===== src/sv/slab_slot_allocator_macros.svh =====
// Assertion macros for the slab slot allocator.
// Used by the top level; no dependencies.
`ifndef SLAB_SLOT_ALLOCATOR_MACROS_SVH
`define SLAB_SLOT_ALLOCATOR_MACROS_SVH

`ifndef SYNTH
`define SSA_ASSERT_SAME(name, clk, rstn, ante, cons) \
    name: assert property (@(posedge clk) disable iff (!rstn) (ante) |-> (cons)) \
        else $error("slab_slot_allocator: same-cycle check failed");
`define SSA_ASSERT_NEXT(name, clk, rstn, ante, cons) \
    name: assert property (@(posedge clk) disable iff (!rstn) (ante) |=> (cons)) \
        else $error("slab_slot_allocator: next-cycle check failed");
`else
`define SSA_ASSERT_SAME(name, clk, rstn, ante, cons)
`define SSA_ASSERT_NEXT(name, clk, rstn, ante, cons)
`endif

`endif


===== src/sv/ssa_pkg.sv =====
// Types, constants and codes of the slab slot allocator.
// No dependencies.
package ssa_pkg;

    localparam int SLOTS_PER_SLAB = 32;
    localparam int MAX_SLABS      = 16;

    localparam int SLOT_W      = $clog2(SLOTS_PER_SLAB);
    localparam int SLAB_W      = $clog2(MAX_SLABS);
    localparam int CNT_W       = $clog2(SLOTS_PER_SLAB + 1);
    localparam int MADE_W      = $clog2(MAX_SLABS + 1);
    localparam int STACK_DEPTH = MAX_SLABS * SLOTS_PER_SLAB;

    localparam logic KIND_ALLOC   = 1'b0;
    localparam logic KIND_RELEASE = 1'b1;

    localparam logic [1:0] STATUS_OK          = 2'd0;
    localparam logic [1:0] STATUS_FULL        = 2'd1;
    localparam logic [1:0] STATUS_BAD_RELEASE = 2'd2;

    typedef struct packed {
        logic              kind;
        logic [SLAB_W-1:0] rel_slab;
        logic [SLOT_W-1:0] rel_slot;
    } in_item_t;

    typedef struct packed {
        logic [1:0]        status;
        logic [SLAB_W-1:0] got_slab;
        logic [SLOT_W-1:0] got_slot;
    } out_item_t;

    // free count and low-water mark of the count since the slab was made
    typedef struct packed {
        logic [CNT_W-1:0] cnt;
        logic [CNT_W-1:0] lw;
    } cnt_entry_t;

    typedef struct packed {
        logic              en;
        logic              kind;
        logic              make;
        logic [SLAB_W-1:0] slab;
        logic              nonempty;
    } hint_upd_t;

    typedef struct packed {
        logic [MADE_W-1:0] slabs_made;
        logic              use_hint;
        logic [SLAB_W-1:0] hint_slab;
    } hint_stat_t;

    typedef enum logic [1:0] {
        ST_IDLE,
        ST_COUNT,
        ST_STACK,
        ST_DONE
    } state_t;

endpackage


===== src/sv/ssa_ram.sv =====
// Generic simple dual-port RAM with registered read.
// No dependencies.
module ssa_ram #(
    parameter int WIDTH = 8,
    parameter int DEPTH = 16
) (
    input  logic                     aclk,
    input  logic                     wr_en,
    input  logic [$clog2(DEPTH)-1:0] wr_addr,
    input  logic [WIDTH-1:0]         wr_data,
    input  logic                     rd_en,
    input  logic [$clog2(DEPTH)-1:0] rd_addr,
    output logic [WIDTH-1:0]         rd_data
);

    logic [WIDTH-1:0] mem_reg [DEPTH];
    logic [WIDTH-1:0] rd_data_reg;

    always_ff @(posedge aclk) begin
        if (wr_en) begin
            mem_reg[wr_addr] <= wr_data;
        end
        if (rd_en) begin
            rd_data_reg <= mem_reg[rd_addr];
        end
    end

    assign rd_data = rd_data_reg;

endmodule


===== src/sv/ssa_hint.sv =====
// Slab bookkeeping: created-slab count, per-slab nonempty flags and the hint.
// Depends on ssa_pkg.
module ssa_hint (
    input  logic               aclk,
    input  logic               aresetn,
    input  ssa_pkg::hint_upd_t upd,
    output ssa_pkg::hint_stat_t stat
);

    logic [ssa_pkg::MAX_SLABS-1:0] nonempty_reg, nonempty_next;
    logic [ssa_pkg::MADE_W-1:0]    made_reg, made_next;
    logic                          hint_valid_reg, hint_valid_next;
    logic [ssa_pkg::SLAB_W-1:0]    hint_slab_reg, hint_slab_next;

    logic [ssa_pkg::MAX_SLABS-1:0] cand;
    logic                          found;
    logic [ssa_pkg::SLAB_W-1:0]    found_slab;

    // lowest nonempty slab above the one just emptied
    always_comb begin
        found      = 1'b0;
        found_slab = '0;
        for (int i = 0; i < ssa_pkg::MAX_SLABS; i++) begin
            cand[i] = nonempty_reg[i] && (ssa_pkg::SLAB_W'(i) > upd.slab);
        end
        for (int i = ssa_pkg::MAX_SLABS - 1; i >= 0; i--) begin
            if (cand[i]) begin
                found      = 1'b1;
                found_slab = ssa_pkg::SLAB_W'(i);
            end
        end
    end

    always_comb begin
        nonempty_next   = nonempty_reg;
        made_next       = made_reg;
        hint_valid_next = hint_valid_reg;
        hint_slab_next  = hint_slab_reg;
        if (upd.en) begin
            nonempty_next[upd.slab] = upd.nonempty;
            if (upd.make) begin
                made_next = made_reg + ssa_pkg::MADE_W'(1);
            end
            if (upd.kind == ssa_pkg::KIND_ALLOC) begin
                if (upd.make) begin
                    hint_valid_next = 1'b1;
                    hint_slab_next  = upd.slab;
                end
                if (!upd.nonempty) begin
                    hint_valid_next = found;
                    if (found) begin
                        hint_slab_next = found_slab;
                    end
                end
            end else if (!hint_valid_reg || (upd.slab < hint_slab_reg)) begin
                hint_valid_next = 1'b1;
                hint_slab_next  = upd.slab;
            end
        end
    end

    always_ff @(posedge aclk) begin
        if (!aresetn) begin
            nonempty_reg   <= '0;
            made_reg       <= '0;
            hint_valid_reg <= 1'b0;
            hint_slab_reg  <= '0;
        end else begin
            nonempty_reg   <= nonempty_next;
            made_reg       <= made_next;
            hint_valid_reg <= hint_valid_next;
            hint_slab_reg  <= hint_slab_next;
        end
    end

    assign stat.slabs_made = made_reg;
    assign stat.use_hint   = hint_valid_reg && nonempty_reg[hint_slab_reg];
    assign stat.hint_slab  = hint_slab_reg;

endmodule


===== src/sv/slab_slot_allocator.sv =====
// Slab slot allocator: one request at a time through count and stack RAMs.
// An allocate steps through COUNT (read-modify-write of the count RAM), then
// STACK (stack RAM read), then DONE; a release goes through COUNT to DONE, and
// pool full or a release to an uncreated slab goes straight to DONE. A new
// transfer is taken the cycle after DONE loads the result once the output is free.
// Reset is synchronous; no clearing pass, the block takes transfers at once.
// Depends on ssa_pkg, ssa_ram, ssa_hint and slab_slot_allocator_macros.svh.
`include "slab_slot_allocator_macros.svh"

module slab_slot_allocator (
    input  logic               aclk,
    input  logic               aresetn,
    input  logic               s_valid,
    output logic               s_ready,
    input  ssa_pkg::in_item_t  s_item,
    output logic               m_valid,
    input  logic               m_ready,
    output ssa_pkg::out_item_t m_item
);

    ssa_pkg::state_t    state_reg, state_next;
    ssa_pkg::in_item_t  req_reg, req_next;
    logic [ssa_pkg::SLAB_W-1:0] slab_reg, slab_next;
    logic               make_reg, make_next;
    logic [ssa_pkg::SLOT_W-1:0] top_reg, top_next;
    logic               seed_reg, seed_next;
    ssa_pkg::out_item_t res_reg, res_next;
    logic               m_valid_reg, m_valid_next;
    ssa_pkg::out_item_t m_item_reg, m_item_next;

    logic                               cnt_rd_en;
    logic [ssa_pkg::SLAB_W-1:0]         cnt_rd_addr;
    ssa_pkg::cnt_entry_t                cnt_rd_data;
    logic                               cnt_wr_en;
    logic [ssa_pkg::SLAB_W-1:0]         cnt_wr_addr;
    ssa_pkg::cnt_entry_t                cnt_wr_data;
    logic                               stk_rd_en;
    logic [ssa_pkg::SLAB_W+ssa_pkg::SLOT_W-1:0] stk_rd_addr;
    logic [ssa_pkg::SLOT_W-1:0]         stk_rd_data;
    logic                               stk_wr_en;
    logic [ssa_pkg::SLAB_W+ssa_pkg::SLOT_W-1:0] stk_wr_addr;
    logic [ssa_pkg::SLOT_W-1:0]         stk_wr_data;

    ssa_pkg::hint_upd_t  hint_upd;
    ssa_pkg::hint_stat_t hint_stat;

    logic                       in_xfer;
    logic                       out_free;
    logic                       pool_full;
    logic                       rel_known;
    logic                       idle_to_count;
    ssa_pkg::cnt_entry_t        cnt_cur;
    logic [ssa_pkg::CNT_W-1:0]  cnt_top;
    logic                       rel_full;

    ssa_ram #(
        .WIDTH($bits(ssa_pkg::cnt_entry_t)),
        .DEPTH(ssa_pkg::MAX_SLABS)
    ) u_cnt_ram (
        .aclk    (aclk),
        .wr_en   (cnt_wr_en),
        .wr_addr (cnt_wr_addr),
        .wr_data (cnt_wr_data),
        .rd_en   (cnt_rd_en),
        .rd_addr (cnt_rd_addr),
        .rd_data (cnt_rd_data)
    );

    ssa_ram #(
        .WIDTH(ssa_pkg::SLOT_W),
        .DEPTH(ssa_pkg::STACK_DEPTH)
    ) u_stack_ram (
        .aclk    (aclk),
        .wr_en   (stk_wr_en),
        .wr_addr (stk_wr_addr),
        .wr_data (stk_wr_data),
        .rd_en   (stk_rd_en),
        .rd_addr (stk_rd_addr),
        .rd_data (stk_rd_data)
    );

    ssa_hint u_hint (
        .aclk    (aclk),
        .aresetn (aresetn),
        .upd     (hint_upd),
        .stat    (hint_stat)
    );

    assign s_ready  = (state_reg == ssa_pkg::ST_IDLE);
    assign in_xfer  = s_valid && s_ready;
    assign out_free = !m_valid_reg || m_ready;
    assign m_valid  = m_valid_reg;
    assign m_item   = m_item_reg;

    assign pool_full = hint_stat.slabs_made >= ssa_pkg::MADE_W'(ssa_pkg::MAX_SLABS);
    assign rel_known = ssa_pkg::MADE_W'(s_item.rel_slab) < hint_stat.slabs_made;
    assign idle_to_count = (s_item.kind == ssa_pkg::KIND_ALLOC)
                         ? (hint_stat.use_hint || !pool_full) : rel_known;

    // a freshly made slab holds its full seed; its stack is not written when it is made
    assign cnt_cur = make_reg
                   ? '{cnt: ssa_pkg::CNT_W'(ssa_pkg::SLOTS_PER_SLAB),
                       lw:  ssa_pkg::CNT_W'(ssa_pkg::SLOTS_PER_SLAB)}
                   : cnt_rd_data;
    assign cnt_top  = cnt_cur.cnt - ssa_pkg::CNT_W'(1);
    assign rel_full = cnt_cur.cnt >= ssa_pkg::CNT_W'(ssa_pkg::SLOTS_PER_SLAB);

    always_comb begin
        state_next = state_reg;
        unique case (state_reg)
            ssa_pkg::ST_IDLE: begin
                if (in_xfer) begin
                    state_next = idle_to_count ? ssa_pkg::ST_COUNT : ssa_pkg::ST_DONE;
                end
            end
            ssa_pkg::ST_COUNT: begin
                state_next = (req_reg.kind == ssa_pkg::KIND_ALLOC)
                           ? ssa_pkg::ST_STACK : ssa_pkg::ST_DONE;
            end
            ssa_pkg::ST_STACK: begin
                state_next = ssa_pkg::ST_DONE;
            end
            ssa_pkg::ST_DONE: begin
                if (out_free) begin
                    state_next = ssa_pkg::ST_IDLE;
                end
            end
            default: begin
                state_next = ssa_pkg::ST_IDLE;
            end
        endcase
    end

    always_comb begin
        req_next     = req_reg;
        slab_next    = slab_reg;
        make_next    = make_reg;
        top_next     = top_reg;
        seed_next    = seed_reg;
        res_next     = res_reg;
        m_valid_next = m_valid_reg && !m_ready;
        m_item_next  = m_item_reg;
        cnt_rd_en    = 1'b0;
        cnt_rd_addr  = '0;
        cnt_wr_en    = 1'b0;
        cnt_wr_addr  = slab_reg;
        cnt_wr_data  = '0;
        stk_rd_en    = 1'b0;
        stk_rd_addr  = {slab_reg, cnt_top[ssa_pkg::SLOT_W-1:0]};
        stk_wr_en    = 1'b0;
        stk_wr_addr  = {slab_reg, cnt_cur.cnt[ssa_pkg::SLOT_W-1:0]};
        stk_wr_data  = req_reg.rel_slot;
        hint_upd     = '0;
        unique case (state_reg)
            ssa_pkg::ST_IDLE: begin
                if (in_xfer) begin
                    req_next  = s_item;
                    res_next  = '0;
                    make_next = 1'b0;
                    if (s_item.kind == ssa_pkg::KIND_ALLOC) begin
                        if (hint_stat.use_hint) begin
                            slab_next   = hint_stat.hint_slab;
                            cnt_rd_en   = 1'b1;
                            cnt_rd_addr = hint_stat.hint_slab;
                        end else if (pool_full) begin
                            res_next.status = ssa_pkg::STATUS_FULL;
                        end else begin
                            slab_next = hint_stat.slabs_made[ssa_pkg::SLAB_W-1:0];
                            make_next = 1'b1;
                        end
                    end else begin
                        slab_next   = s_item.rel_slab;
                        cnt_rd_en   = rel_known;
                        cnt_rd_addr = s_item.rel_slab;
                        if (!rel_known) begin
                            res_next.status = ssa_pkg::STATUS_BAD_RELEASE;
                        end
                    end
                end
            end
            ssa_pkg::ST_COUNT: begin
                if (req_reg.kind == ssa_pkg::KIND_ALLOC) begin
                    cnt_wr_en         = 1'b1;
                    cnt_wr_data.cnt   = cnt_top;
                    cnt_wr_data.lw    = (cnt_cur.lw < cnt_top) ? cnt_cur.lw : cnt_top;
                    stk_rd_en         = 1'b1;
                    top_next          = cnt_top[ssa_pkg::SLOT_W-1:0];
                    // entry still holds its seed if the count never fell this low
                    seed_next         = cnt_cur.lw > cnt_top;
                    hint_upd.en       = 1'b1;
                    hint_upd.kind     = ssa_pkg::KIND_ALLOC;
                    hint_upd.make     = make_reg;
                    hint_upd.slab     = slab_reg;
                    hint_upd.nonempty = (cnt_top != '0);
                end else if (rel_full) begin
                    res_next.status = ssa_pkg::STATUS_BAD_RELEASE;
                end else begin
                    stk_wr_en         = 1'b1;
                    cnt_wr_en         = 1'b1;
                    cnt_wr_data.cnt   = cnt_cur.cnt + ssa_pkg::CNT_W'(1);
                    cnt_wr_data.lw    = cnt_cur.lw;
                    hint_upd.en       = 1'b1;
                    hint_upd.kind     = ssa_pkg::KIND_RELEASE;
                    hint_upd.slab     = slab_reg;
                    hint_upd.nonempty = 1'b1;
                end
            end
            ssa_pkg::ST_STACK: begin
                res_next.got_slab = slab_reg;
                res_next.got_slot = seed_reg
                                  ? ssa_pkg::SLOT_W'(ssa_pkg::SLOTS_PER_SLAB - 1) - top_reg
                                  : stk_rd_data;
            end
            ssa_pkg::ST_DONE: begin
                if (out_free) begin
                    m_valid_next = 1'b1;
                    m_item_next  = res_reg;
                end
            end
            default: begin
                res_next = res_reg;
            end
        endcase
    end

    always_ff @(posedge aclk) begin
        if (!aresetn) begin
            state_reg   <= ssa_pkg::ST_IDLE;
            m_valid_reg <= 1'b0;
        end else begin
            state_reg   <= state_next;
            m_valid_reg <= m_valid_next;
        end
    end

    always_ff @(posedge aclk) begin
        req_reg    <= req_next;
        slab_reg   <= slab_next;
        make_reg   <= make_next;
        top_reg    <= top_next;
        seed_reg   <= seed_next;
        res_reg    <= res_next;
        m_item_reg <= m_item_next;
    end

    `SSA_ASSERT_NEXT(a_xfer_leaves_idle, aclk, aresetn, in_xfer, state_reg != ssa_pkg::ST_IDLE)
    `SSA_ASSERT_NEXT(a_done_holds_on_stall, aclk, aresetn, (state_reg == ssa_pkg::ST_DONE) && m_valid_reg && !m_ready, state_reg == ssa_pkg::ST_DONE)
    `SSA_ASSERT_SAME(a_pop_from_nonempty, aclk, aresetn, (state_reg == ssa_pkg::ST_COUNT) && (req_reg.kind == ssa_pkg::KIND_ALLOC), cnt_cur.cnt != '0)
    `SSA_ASSERT_SAME(a_slabs_in_range, aclk, aresetn, 1'b1, hint_stat.slabs_made <= ssa_pkg::MADE_W'(ssa_pkg::MAX_SLABS))

endmodule

===== config.mk =====
export PLATFORM = sky130hd
export DESIGN_NAME = slab_slot_allocator
export DESIGN_NICKNAME = d
export VERILOG_FILES = /design/src/sv/ssa_pkg.sv /design/src/sv/ssa_ram.sv /design/src/sv/ssa_hint.sv /design/src/sv/slab_slot_allocator.sv
export VERILOG_INCLUDE_DIRS = /design/src /design/src/sv
export SDC_FILE = /design/constraint.sdc
export NUM_CORES = 2
export LEC_CHECK = 0
export BUFFER_PORTS_ARGS = -buffer_cell sky130_fd_sc_hd__buf_2
export CORE_MARGIN = 4
export CORE_UTILIZATION = 40
export DETAILED_ROUTE_END_ITERATION = 6
export GPL_ROUTABILITY_DRIVEN = 0
export GPL_TIMING_DRIVEN = 0
export MAX_ROUTING_LAYER = met4
export PLACE_DENSITY_LB_ADDON = 0.25
export RECOVER_POWER = 100
export REMOVE_ABC_BUFFERS = 1
export SYNTH_ARGS = -nofsm -noshare
export SYNTH_HDL_FRONTEND = slang
export SYNTH_SLANG_ARGS = --single-unit

===== constraint.sdc =====
create_clock -name aclk -period 17.3 [get_ports aclk]
set_input_delay 2.595 -clock aclk [delete_from_list [all_inputs] [get_ports aclk]]
set_output_delay 2.595 -clock aclk [all_outputs]
set_load 0.1 [all_outputs]

==> results.py <==
metrics = {
    "outcome": {
        "status": "finished, violations left",
        "violations": "max-capacitance violations, max-slew violations",
    },
    "routing": {
        "first_pass_iters": 7,
        "vias": 58783,
        "wire_per_inst_um": 29.38,
        "route.detailed.drc": 0,
        "postRouteAntennaNets": 0,
        "drt_iter0_markers": 7001,
        "drt-vias-per-instance": 5.791,
        "drt-total-wl_mm": 298.2,
    },
    "sta": {
        "setup_viol": 0,
        "finalClockSkew_ps": 45.54,
        "drv_slew": 592,
        "min_period_ps": 12910,
        "period_share": 0.7464,
        "worst_pin_slew_ps": 6465,
        "rsz0062_at_grt": "no",
        "slew_headroom": -3.310,
        "finalHoldViolations": 0,
        "fmax_mhz": 77.45,
    },
    "global_routing": {
        "antenna_found_initial": 14,
        "grt_max_degree": 121,
        "grt.busiest_layer": "met2",
        "grt.overflow.total": 0,
        "met1_usage": 0.2908,
        "met3_usage": 0.03286,
        "grt_use_met2": 0.3208,
        "grt_pass1_vias": 59159,
        "grt_pass1_wl_mm": 431.6,
        "globalRouteTotalUtil": 0.2091,
    },
    "critical_path": {
        "r2r_start": "make_reg$_SDFFCE_PP0P_",
        "crit_arrival_ps": 13520,
        "worstSetupStartpointType": "flip-flop",
        "cp-end-kind": "flip-flop",
        "critPathMaxFanout": 29,
        "crit_type": "reg2reg",
        "rrSetupSlack_ps": 4390,
        "timing.rr.end": "u_stack_ram.rd_data[1]$_DFFE_PP_",
        "worstPathRequired_ps": 17900,
        "rr_worst_depth": 13,
    },
    "job": {
        "cap_violations": 28,
    },
    "yosys": {
        "synth_top_area_share": 0.7491,
        "ys_ff_latch": 2837,
        "synthFlopType": "edfxtp_1",
        "synth-edff-count": 2808,
        "ys_warn_count": 0,
        "avgSynthCellArea_um2": 18.68,
        "synthTopCellsByArea": "edfxtp_1 75%, mux4_2 12%, nor2_1 2.0%",
        "netlist-cell-type-count": 72,
        "synth_area_um2": 112600,
        "synth_largest_area_cell": "edfxtp_1",
        "synth_commonest_cells": "2,808 x edfxtp_1, 624 x mux4_2, 590 x nor2_1, 532 x nand2_1, 218 x mux2i_1",
        "synthCells": 6025,
        "ys_seq_area_frac": 0.7542,
        "synth_most_common_cell": "edfxtp_1",
        "async_flop_share": 0,
    },
    "floorplan": {
        "core-area_um2": 279600,
        "die_height_um": 538.5,
        "die_area_um2": 290000,
        "ios": 27,
        "die_w_um": 538.5,
        "initial_core_util": 0.4026,
        "rows": 194,
    },
    "worst_hold_path": {
        "min_to": "m_item[3]$_DFFE_PP_",
        "hp-class": "reg2reg",
        "hold_start": "res_reg[3]$_SDFFCE_PN0P_",
        "whs_path_depth": 0,
    },
    "pwr": {
        "p_int_uw": 12690,
        "p_sw_uw": 5010,
        "clockPowerShare": 0.344,
        "pwr-share-seq": 0.456,
        "vdd_drop_max_uv": 121.6,
        "pwr_density_cell_nw_per_um2": 139.5,
        "p_total_uw": 17700,
        "switching_share": 0.2831,
        "power_frac_comb": 0.200,
        "p_leak_uw": 0.03948,
    },
    "clock_tree": {
        "clk_latency_ps": 920,
        "clk_pin_slew_ps": 60,
        "clk_path_buf_depth": 4,
        "htreeDepth": 5,
        "ctsHoldBuffers": 0,
        "post-cts-setup-buffers": 0,
        "clkSinkCount": 2837,
        "cts_tree": "done",
        "post_cts_resized": 0,
        "cts_root_buf": "clkbuf_16",
        "cts_buffers": 305,
    },
    "final_layout": {
        "drive_gt1_frac": 0.1818,
        "utilization": 0.4538,
        "syn_to_final_growth_pct": 12.73,
        "num-nets-final": 6240,
        "largest_reg_flops": 2560,
        "fin_cells": 10150,
    },
    "placement": {
        "io_buffers": 26,
        "placedCellCount": 9619,
        "dp.final_hpwl_mm": 184.3,
    },
}
## critical path, cell delays in order, from the launching register on
cell and delay (ps):
edfxtp_1 930, nand2b_1 820, ha_1 720, or3b_1 420
a221o_1 720, clkbuf_1 1450, inv_4 1140, clkbuf_1 2170
nor2_1 820, nand2_1 350, o22ai_1 180, nor4_1 1430
a31oi_1 510, or4b_1 750
## per-layer routing
| metal | part of all wire | up-vias |
|---|---|---|
| li1 | - | 24545 |
| met1 | 0.41 | 31043 |
| met2 | 0.48 | 2636 |
| met3 | 0.080 | 559 |
| met4 | 0.031 | 0 |
| met5 | 0 | - |
## power groups by stage
stage | Clock, uW | Sequential (uW) | Combinational (uW)
2_1_floorplan | 0 | 8570 | 2600
3_3_place_gp | 0 | 8980 | 4600
4_1_cts | 6190 | 8040 | 3870
6_report | 6090 | 8060 | 3540
3_5_place_dp | 0 | 8190 | 3860
5_1_grt | 6490 | 8070 | 3750
## metrics by stage
stage | instance area (um2) | setup slack [ps] | hold WS [ps] | setup TNS (ps)
after floorplan | 110700 | -19400 | 400.3 | -2014150
after global placement | 115500 | -91620 | 408.6 | -
after detailed placement | 121100 | 8582 | 404.5 | 0
after CTS | 130200 | 8542 | 418.5 | 0
after global routing | 126900 | 4562 | 422.8 | 0
final | 126900 | 4388 | 415.6 | 0
## layout by cell type, fill, tap and decap left out, types with 10 or more instances in the layout
master	n
clkinv_2	56
a31oi_1	37
o22ai_1	76
nor2b_1	12
o2bb2ai_1	25
o211ai_1	10
a211oi_1	22
bufinv_16	15
mux4_2	624
ha_1	23
nand2_1	525
or4_1	14
clkbuf_16	311
clkbuf_1	231
nor4_1	16
buf_16	26
mux2_2	26
a21oi_1	72
a32oi_1	16
dfxtp_1	29
nor3_1	26
o21ai_0	55
mux2i_1	216
nand3_1	167
and3_1	24
inv_1	31
edfxtp_1	2808
buf_8	32
clkinv_1	66
nor2_1	585
nand4_1	59
## cells by family (layout without fill, tap and decap cells)
kind of cell / after synthesis / in the layout / synth area share
buf+inv: 421 / 814 / 0.01753
other cells: 0 / 8 / 0
fa+ha+maj: 23 / 23 / 0.002557
mux: 868 / 868 / 0.1468
simple gates: 1479 / 1479 / 0.05536
xor+xnor: 5 / 5 / 0.0003891
flops: 2837 / 2837 / 0.7542
compound gates: 392 / 392 / 0.02310
## cell type report
cell class	count	area [um2]
fill	23701	152700
antenna	8	20.02
sequential	2837	84900
timing repair buffer	253	2160
clock buffer	377	8050
inverter	39	185.2
tap	3724	4659
multi-input combinational	2767	25850
clock inverter	145	1072
## worst max path at each step
| stage | startpoint | slack [ps] | to | depth (start not counted) |
|---|---|---|---|---|
| final | make_reg$_SDFFCE_PP0P_ | 4390 | u_stack_ram.rd_data[1]$_DFFE_PP_ | 13 |
| after detailed placement | make_reg$_SDFFCE_PP0P_ | 8580 | u_stack_ram.rd_data[3]$_DFFE_PP_ | 15 |
| after floorplan | make_reg$_SDFFCE_PP0P_ | -19400 | u_cnt_ram.mem_reg[0][0]$_DFFE_PP_ | 10 |
| after global routing | make_reg$_SDFFCE_PP0P_ | 4560 | u_stack_ram.rd_data[1]$_DFFE_PP_ | 13 |
| after global placement | make_reg$_SDFFCE_PP0P_ | -91620 | u_stack_ram.rd_data[2]$_DFFE_PP_ | 10 |
| after CTS | make_reg$_SDFFCE_PP0P_ | 8540 | u_stack_ram.rd_data[3]$_DFFE_PP_ | 15 |
No activity file was read; power rests on OpenSTA's default activity.
